File: src/rtl/csbfa_pkg.sv
// csbfa_pkg: types, constants and bit-reorder helpers for the can signal
// bit-field access block; no dependencies
package csbfa_pkg;

   localparam int FRAME_BYTES = 8;
   localparam int FRAME_W     = FRAME_BYTES * 8;
   localparam int SIG_W       = 32;
   localparam int POS_W       = 7;   // holds start_bit + bit_length and frame length in bits

   typedef enum logic {
      OP_READ  = 1'b0,
      OP_WRITE = 1'b1
   } opcode_type;

   typedef enum logic {
      ORDER_MOTOROLA = 1'b0,
      ORDER_INTEL    = 1'b1
   } order_type;

   typedef struct packed {
      logic [SIG_W-1:0]   write_value;
      logic [5:0]         bit_length;
      logic [5:0]         start_bit;
      logic [3:0]         frame_length;
      logic [FRAME_W-1:0] frame_in;
      order_type          byte_order;
      opcode_type         opcode;
   } req_type;

   typedef struct packed {
      logic [FRAME_W-1:0] frame_out;
      logic [SIG_W-1:0]   read_value;
   } rsp_type;

   // mirror the bits inside every byte, so that motorola positions run in plain order
   function automatic logic [FRAME_W-1:0] swap_bits_in_bytes(input logic [FRAME_W-1:0] d);
      logic [FRAME_W-1:0] r;
      r = '0;
      for (int k = 0; k < FRAME_BYTES; k++) begin
         for (int b = 0; b < 8; b++) begin
            r[8*k+b] = d[8*k+7-b];
         end
      end
      return r;
   endfunction

   function automatic logic [SIG_W-1:0] reverse_sig(input logic [SIG_W-1:0] d);
      logic [SIG_W-1:0] r;
      r = '0;
      for (int b = 0; b < SIG_W; b++) begin
         r[b] = d[SIG_W-1-b];
      end
      return r;
   endfunction

endpackage

File: src/rtl/csbfa_access.sv
// csbfa_access: combinational read or write of one signal in a frame
// depends on csbfa_pkg
module csbfa_access (
   input  csbfa_pkg::req_type req,
   output csbfa_pkg::rsp_type rsp
);
   import csbfa_pkg::*;

   logic [3:0]         flen_sat;
   logic [5:0]         blen_sat;
   logic [POS_W-1:0]   end_pos;
   logic [POS_W-1:0]   limit_pos;
   logic [POS_W-1:0]   stop_pos;
   logic [POS_W-1:0]   start_ext;
   logic [5:0]         nbits;
   logic [SIG_W:0]     mask_wide;
   logic [SIG_W-1:0]   mask_n;
   logic [FRAME_W-1:0] seq_frame;
   logic [FRAME_W-1:0] seq_shift;
   logic [SIG_W-1:0]   extract;
   logic [SIG_W-1:0]   read_val;
   logic [SIG_W-1:0]   ins_val;
   logic [FRAME_W-1:0] ins_mask;
   logic [FRAME_W-1:0] ins_bits;
   logic [FRAME_W-1:0] seq_new;
   logic               intel;

   assign intel    = (req.byte_order == ORDER_INTEL);
   assign flen_sat = (req.frame_length > 4'(FRAME_BYTES)) ? 4'(FRAME_BYTES) : req.frame_length;
   assign blen_sat = (req.bit_length > 6'(SIG_W)) ? 6'(SIG_W) : req.bit_length;

   // the walk covers positions start .. min(start+len, 8*flen)-1
   assign start_ext = POS_W'(req.start_bit);
   assign end_pos   = start_ext + POS_W'(blen_sat);
   assign limit_pos = {flen_sat, 3'b000};
   assign stop_pos  = (end_pos < limit_pos) ? end_pos : limit_pos;
   assign nbits     = (stop_pos > start_ext) ? 6'(stop_pos - start_ext) : 6'd0;

   assign mask_wide = ((SIG_W+1)'(1) << nbits) - (SIG_W+1)'(1);
   assign mask_n    = mask_wide[SIG_W-1:0];

   assign seq_frame = intel ? req.frame_in : swap_bits_in_bytes(req.frame_in);
   assign seq_shift = seq_frame >> req.start_bit;
   assign extract   = seq_shift[SIG_W-1:0] & mask_n;

   // motorola: first bit visited is the msb of the gathered bits
   assign read_val = intel ? extract : (reverse_sig(extract) >> (6'(SIG_W) - nbits));

   // motorola: visited positions take write_value bits blen-1 downward
   assign ins_val  = (intel ? req.write_value
                            : (reverse_sig(req.write_value) >> (6'(SIG_W) - blen_sat))) & mask_n;
   assign ins_mask = {{(FRAME_W-SIG_W){1'b0}}, mask_n} << req.start_bit;
   assign ins_bits = {{(FRAME_W-SIG_W){1'b0}}, ins_val} << req.start_bit;
   assign seq_new  = (seq_frame & ~ins_mask) | ins_bits;

   always_comb begin
      if (req.opcode == OP_WRITE) begin
         rsp.read_value = '0;
         rsp.frame_out  = intel ? seq_new : swap_bits_in_bytes(seq_new);
      end else begin
         rsp.read_value = read_val;
         rsp.frame_out  = req.frame_in;
      end
   end

endmodule

File: src/rtl/can_signal_bit_field_access_top.sv
// can_signal_bit_field_access_top: stream wrapper with input and result registers
// depends on csbfa_pkg and csbfa_access
//
//   channel | direction | tdata (low bit up)                                  | tuser
//   req     | in        | frame_in, frame_length, start_bit, bit_length,      | opcode, byte_order
//           |           | write_value (112 bits)                              |
//   rsp     | out       | read_value, frame_out (96 bits)                     | -
//
// one item per cycle sustained while rsp_tready stays high; input register, then result register,
// with the access logic between them
// synchronous active-high reset empties both registers
// a stalled result holds; the input register keeps taking items while the result moves on
module can_signal_bit_field_access_top (
   input  logic         clock,
   input  logic         reset,
   input  logic         req_tvalid,
   output logic         req_tready,
   input  logic [111:0] req_tdata,   // frame_in, frame_length, start_bit, bit_length, write_value
   input  logic [1:0]   req_tuser,   // opcode, byte_order
   output logic         rsp_tvalid,
   input  logic         rsp_tready,
   output logic [95:0]  rsp_tdata    // read_value, frame_out
);
   import csbfa_pkg::*;

   logic    s1_valid_ff, s1_valid_in;
   req_type s1_req_ff, s1_req_in;
   logic    out_valid_ff, out_valid_in;
   rsp_type out_rsp_ff, out_rsp_in;
   rsp_type calc_rsp;
   logic    adv_out;
   logic    req_take;

   assign adv_out    = !out_valid_ff || rsp_tready;
   assign req_tready = !s1_valid_ff || adv_out;
   assign req_take   = req_tvalid && req_tready;

   always_comb begin
      s1_req_in              = s1_req_ff;
      s1_req_in.opcode       = opcode_type'(req_tuser[0]);
      s1_req_in.byte_order   = order_type'(req_tuser[1]);
      s1_req_in.frame_in     = req_tdata[63:0];
      s1_req_in.frame_length = req_tdata[67:64];
      s1_req_in.start_bit    = req_tdata[73:68];
      s1_req_in.bit_length   = req_tdata[79:74];
      s1_req_in.write_value  = req_tdata[111:80];
      s1_valid_in            = req_take || (s1_valid_ff && !adv_out);
      out_valid_in           = adv_out ? s1_valid_ff : out_valid_ff;
      out_rsp_in             = calc_rsp;
   end

   csbfa_access u_access (
      .req (s1_req_ff),
      .rsp (calc_rsp)
   );

   always_ff @(posedge clock) begin
      if (reset) begin
         s1_valid_ff  <= 1'b0;
         out_valid_ff <= 1'b0;
      end else begin
         s1_valid_ff  <= s1_valid_in;
         out_valid_ff <= out_valid_in;
      end
      if (req_take) begin
         s1_req_ff <= s1_req_in;
      end
      if (adv_out && s1_valid_ff) begin
         out_rsp_ff <= out_rsp_in;
      end
   end

   assign rsp_tvalid = out_valid_ff;
   assign rsp_tdata  = {out_rsp_ff.frame_out, out_rsp_ff.read_value};

`ifndef SYNTHESIS
   a_ready_low_only_when_full: assert property (@(posedge clock) disable iff (reset)
      !req_tready |-> (s1_valid_ff && out_valid_ff && !rsp_tready))
      else $error("input blocked while pipeline has room");

   a_item_moves_out: assert property (@(posedge clock) disable iff (reset)
      (s1_valid_ff && adv_out) |=> rsp_tvalid)
      else $error("item in input register did not reach the result register");

   a_empty_frame_read_zero: assert property (@(posedge clock) disable iff (reset)
      (s1_valid_ff && adv_out && s1_req_ff.opcode == OP_READ
       && s1_req_ff.frame_length == 4'd0) |=> (rsp_tdata[31:0] == 32'd0))
      else $error("read of empty frame gave nonzero value");

   a_write_zero_len_keeps_frame: assert property (@(posedge clock) disable iff (reset)
      (s1_valid_ff && adv_out && s1_req_ff.opcode == OP_WRITE
       && s1_req_ff.bit_length == 6'd0) |=> (rsp_tdata[95:32] == $past(s1_req_ff.frame_in)))
      else $error("zero-length write changed the frame");
`endif

endmodule
File: config.mk
export PLATFORM = sky130hd
export DESIGN_NAME = can_signal_bit_field_access_top
export DESIGN_NICKNAME = d
export VERILOG_FILES = /design/src/rtl/csbfa_pkg.sv /design/src/rtl/csbfa_access.sv /design/src/rtl/can_signal_bit_field_access_top.sv
export SDC_FILE = /design/constraint.sdc
export NUM_CORES = 1
export LEC_CHECK = 0
export BUFFER_PORTS_ARGS = -buffer_cell sky130_fd_sc_hd__buf_4
export CAP_MARGIN = 30
export CORE_MARGIN = 2
export CORE_UTILIZATION = 40
export CTS_BUF_LIST = sky130_fd_sc_hd__clkbuf_16
export CTS_CLUSTER_DIAMETER = 30
export CTS_CLUSTER_SIZE = 25
export DETAILED_ROUTE_END_ITERATION = 8
export SYNTH_ARGS = -nofsm -noshare
export SYNTH_HDL_FRONTEND = slang
export SYNTH_SLANG_ARGS = --single-unit
File: constraint.sdc
create_clock -name clock -period 27.3 [get_ports clock]
set_input_delay 1.365 -clock clock [delete_from_list [all_inputs] [get_ports clock]]
set_output_delay 1.365 -clock clock [all_outputs]
set_load 0.01 [all_outputs]
### Word level (Yosys, flattened, before mapping)

Index checks and enable logic that the tools add are counted.

| operators by class | value |
|---|---|
| reduce and logical (&&, ||, !) cells | 9 |
| multiplexer cells | 9 |
| $lt $le $gt $ge | 4 |
| bitwise operators | 5 |
| add/sub/neg operators | 5 |
| shifts and indexed selects | 6 |

Operators with widths:

| operator | number |
|---|---|
| $mux 64 | 2 |
| $shl 32x6->64 | 2 |
| $mux 96 | 1 |
| $and 32x32->32 | 2 |
| $and 64x64->64 | 1 |
| $mux 32 | 2 |
| $not 64->64 | 1 |
| $or 64x64->64 | 1 |
| $shr 32x6->32 | 2 |
| $shr 64x6->32 | 1 |
| $shl 1x6->32 const A | 1 |
| $sub 32x2->32 const B | 1 |
| $mux 6 | 2 |
| $sub 6x6->6 const A | 2 |
| $add 6x6->7 | 1 |
| $gt 7x6->1 | 1 |
| $lt 7x7->1 | 1 |
| $mux 7 | 1 |
| $gt 6x6->1 const B | 1 |
| $sub 6x6->6 | 1 |
| $gt 4x4->1 const B | 1 |
| $mux 4 | 1 |
| $logic_and 1x1->1 | 3 |
| $logic_not 1->1 | 3 |
| $logic_or 1x1->1 | 3 |

| word-level totals | value |
|---|---|
| bits in registers | 212 |
| bits of input ports | 118 |
| output and inout port bits | 98 |

### Logic depth before layout (Yosys ltp)

| logic depth | value |
|---|---|
| word-level depth | 15 |
| depth in mapped cells | 49 |
| depth with buffers taken out | 39 |

### By module

Synthesis repeated with hierarchy kept, for this count alone.

| unflattened totals | value |
|---|---|
| cells, all modules | 3,146 |
| area, all modules | 26,553.0 um^2 |

By module, submodules not included:

| module | cells an instance | times used | area an instance (um^2) |
|---|---|---|---|
| csbfa_access | 2,926 | 1 | 20,143.1 |
| can_signal_bit_field_access_top | 220 | 1 | 6,409.9 |

### Worst setup path after synthesis

OpenSTA, ideal clock, no wires.

| path | value |
|---|---|
| kind | flip-flop to flip-flop |
| from | register s1_req_ff[76] in the netlist's numbering |
| to | register out_rsp_ff (netlist bit rsp_tdata[90]), data pin |
| cell stages (with the launch flop) | 46 |
| data arrival time | 10,535 ps |
| required time | 27,039 ps |
| buffers on the path | 11 |
| setup slack | 16,504 ps |
| cell sequence | edfxtp_1 > clkbuf_1 > nor2b_1 > clkbuf_1 > clkbuf_1 > clkbuf_1 > ha_1 > fa_1 > a21oi_1 > nor2_1 > nor2_1 > xnor2_1 > ha_1 > nor3b_2 > or4b_1 > a31o_1 > buf_6 > mux2i_1 > (+10 left out) > nand2_1 > ha_1 > ha_1 > clkbuf_1 > nor3_1 > a211oi_1 > and4_1 > o211a_1 > or4_4 > or4_4 > buf_6 > a211oi_2 > a221oi_2 > mux4_2 > mux2_2 > a211oi_2 > nor2_1 > a221o_1 |

RTL lines:

| item | RTL line | RTL |
|---|---|---|
| start, declared | can_signal_bit_field_access_top.sv:27 | `req_type s1_req_ff, s1_req_in;` |
| start signal, assigned | can_signal_bit_field_access_top.sv:66 | `s1_req_ff <= s1_req_in;` |
| end signal, assigned | can_signal_bit_field_access_top.sv:69 | `out_rsp_ff <= out_rsp_in;` |
| end, declared | can_signal_bit_field_access_top.sv:29 | `rsp_type out_rsp_ff, out_rsp_in;` |

==> results.json <==
{
  "initial_core_util": 0.406,
  "min_path_type": "flip-flop to flip-flop",
  "p_seq_frac": 0.137,
  "slowest_stage": "a222oi_1",
  "clockBufferDepth": 3,
  "place.gp.congestion": 1.05,
  "vias": 28988,
  "cts_tree": "built",
  "p_int_mw": 1.39,
  "register_area_um2": 6350,
  "rr_worst_depth": 38,
  "rows": 92,
  "cts_hold_buf": 0,
  "clock_power_share": 0.195,
  "grtUsageTotal": 0.409,
  "synth_area_per_cell_um2": 8.52,
  "hpwl_um": 108000,
  "cap_violations": 0,
  "place_inst": 3911,
  "synth_edf_count": 210,
  "synthCells": 3020,
  "finalHoldViolCount": 0,
  "fin_cells": 4004,
  "worst_pin_slew_ps": 1450,
  "combPwrFrac": 0.668,
  "grt_pass1_vias": 26930,
  "die_w_um": 258,
  "ioPinCount": 216,
  "path_buf_inv": 5,
  "fin_setup_tns_ps": 0,
  "slowest_delay_ps": 1130,
  "fin_crit_sh": 0.449,
  "p_sw_mw": 1.65,
  "dr.pass1.iters": 7,
  "drt-total-wl_um": 141000,
  "ant_nets": 0,
  "slew_headroom": 0.0329,
  "drc_errors": 0,
  "yosysWarnings": 0,
  "cp_common_cell": "ha_1",
  "synth-seq-cells": 212,
  "utilization": 0.472,
  "dieArea_um2": 66300,
  "cp.required_ps": 27760,
  "wl_per_cell_um": 35.3,
  "core_um2": 63300,
  "p_total_mw": 3.05,
  "finClkSkew_ps": 29.8,
  "rsz0062_at_grt": "no",
  "ys_types": 92,
  "drt-initial-drc-count": 4628,
  "grt_max_degree": 136,
  "final_nets": 3261,
  "crit_fanout": 33,
  "multi_input_area_um2": 18200,
  "vdd_drop_max_mv": 0.0722,
  "clk_root_buffer_cell": "clkbuf_16",
  "grt_pass1_wl_um": 198000,
  "synthesis.area_um2": 25700,
  "die_h_um": 258,
  "layout-drive-gt1-share": 0.215,
  "whs_path_depth": 2,
  "async_flop_share": 0,
  "worstSetupStartpointType": "flip-flop",
  "p_per_area_nw_per_um2": 102,
  "slew_violations": 0,
  "cp.arrival_ps": 12710,
  "finalCriticalPeriod_ps": 12250,
  "switching_share": 0.543,
  "fill_cells": 6187,
  "max_freq_mhz": 81.6,
  "synthToLayoutAreaGrowth_pct": 16.2,
  "insertion_delay_ps": 620,
  "worst-path-stages": 38,
  "clk_pin_slew_ps": 50,
  "cts_setup_buffers": 0,
  "cts_resized": 0,
  "portBuffers": 215,
  "cts_buffers": 48,
  "status": "finished, final reports clean",
  "critical_path.top_delay_family": "compound AO/OA/AOI/OAI gates",
  "cts.sinks": 212,
  "cp-end-kind": "flip-flop",
  "worst-setup-path-type": "flip-flop to flip-flop",
  "synth_ff_type": "edfxtp_1",
  "ys_seq_area_frac": 0.247,
  "gr-total-overflow": 0,
  "antenna_found_initial": 11,
  "vias_per_cell": 7.24,
  "htree_num_levels": 2,
  "p_leak_nw": 11.3,
  "syn-num-nets": 3163,
  "finalSetupViolCount": 0
}
==> routing by layer <==
layer,vias to the layer above,global-route usage,wire (um)
met5,-,0,91
met2,2233,0.603,59800
met3,418,0.146,19400
li1,12079,-,-
met4,12,0.175,7000
met1,14246,0.540,55200
==> per-stage QoR <==
stage	instance area, um^2	hold WS (ps)	setup WS (ps)
detailed placement	28200	509	15630
finish	29900	515	15050
floorplan	25700	478	16500
CTS	29900	517	15550
global placement	28100	496	15310
global route	29900	554	14530
==> state kept, by name, summed over array words and instances (netlist names) <==
| register | count |
|---|---|
| s1_valid_ff | 1 |
| s1_req_ff | 114 |
| rsp_tvalid | 1 |
| rsp_tdata | 96 |
==> worst reg2reg max path: cells and delay by family (launching register included) <==
kind	cells	cell delay, ps
and+or+nand+nor	11	2140
DFF	1	590
xor gates and xnor gates	1	110
adders and majority gates	6	2330
buffers and inverters	5	1410
AOI/OAI and AO/OA	15	5520
==> cells in the mapped netlist, drive strengths merged (15+ instances only) <==
cell    instances  area [um^2]
nand2         309         1160
nor2          296         1110
mux2i         245         2450
edfxtp        210         6310
clkbuf        205          769
o21ai         200         1000
a21oi         190          951
mux2          112         1260
mux4          109         2450
nand3          96          480
nor3           62          310
o211ai         62          465
a211oi         61          473
inv            59          221
buf            54          235
a31oi          38          238
o22ai          36          225
o21a           34          255
a21o           33          248
and2           33          206
a221o          30          300
o221ai         28          245
a211o          27          236
nand2b         26          163
nor4           26          163
and3           23          144
ha             23          288
o31ai          23          178
a22oi          22          165
a221oi         21          190
a32oi          21          184
nand4          21          131
a22o           18          158
nor2b          18          113
or2            15         93.8
==> placed cells by master, fill, tap and decap left out, types with 96 or more instances in the layout <==
cell type	n
nor2_1	293
buf_4	294
mux4_2	109
a21oi_1	190
mux2i_1	245
nand2_1	309
nand3_1	96
edfxtp_1	210
o21ai_0	196
mux2_2	112
==> cell type report <==
type / instances / share of cell area
antenna: 1 / 0.0000837
multi-input combinational: 2488 / 0.609
timing repair buffer: 307 / 0.0792
inverter: 61 / 0.00779
sequential: 212 / 0.212
tap: 846 / 0.0354
clock buffer: 48 / 0.0402
clock inverter: 41 / 0.0158
==> power groups by stage <==
| stage | Clock [mW] | Combinational [mW] | Sequential (mW) |
|---|---|---|---|
| floorplan | 0 | 1.17 | 0.419 |
| global placement | 0 | 1.91 | 0.421 |
| detailed placement | 0 | 1.91 | 0.422 |
| CTS | 0.600 | 1.92 | 0.416 |
| global route | 0.617 | 2.08 | 0.419 |
| finish | 0.593 | 2.04 | 0.418 |
==> logic make-up after synthesis <==
family | synth area share
simple gates | 0.172
compound gates | 0.274
buf+inv | 0.0480
flops | 0.247
mux | 0.240
xor+xnor | 0.00647
fa+ha+maj | 0.0127
==> final timing paths <==
kind | slack, ps | end | startpoint
max reg2reg | 15050 | rsp_tdata[56] | s1_req_ff[81]
min reg2reg | 520 | rsp_tvalid | s1_valid_ff
min | 520 | rsp_tvalid | s1_valid_ff
max | 15050 | rsp_tdata[56] | s1_req_ff[81]
Power figures use the tool's default switching activity.
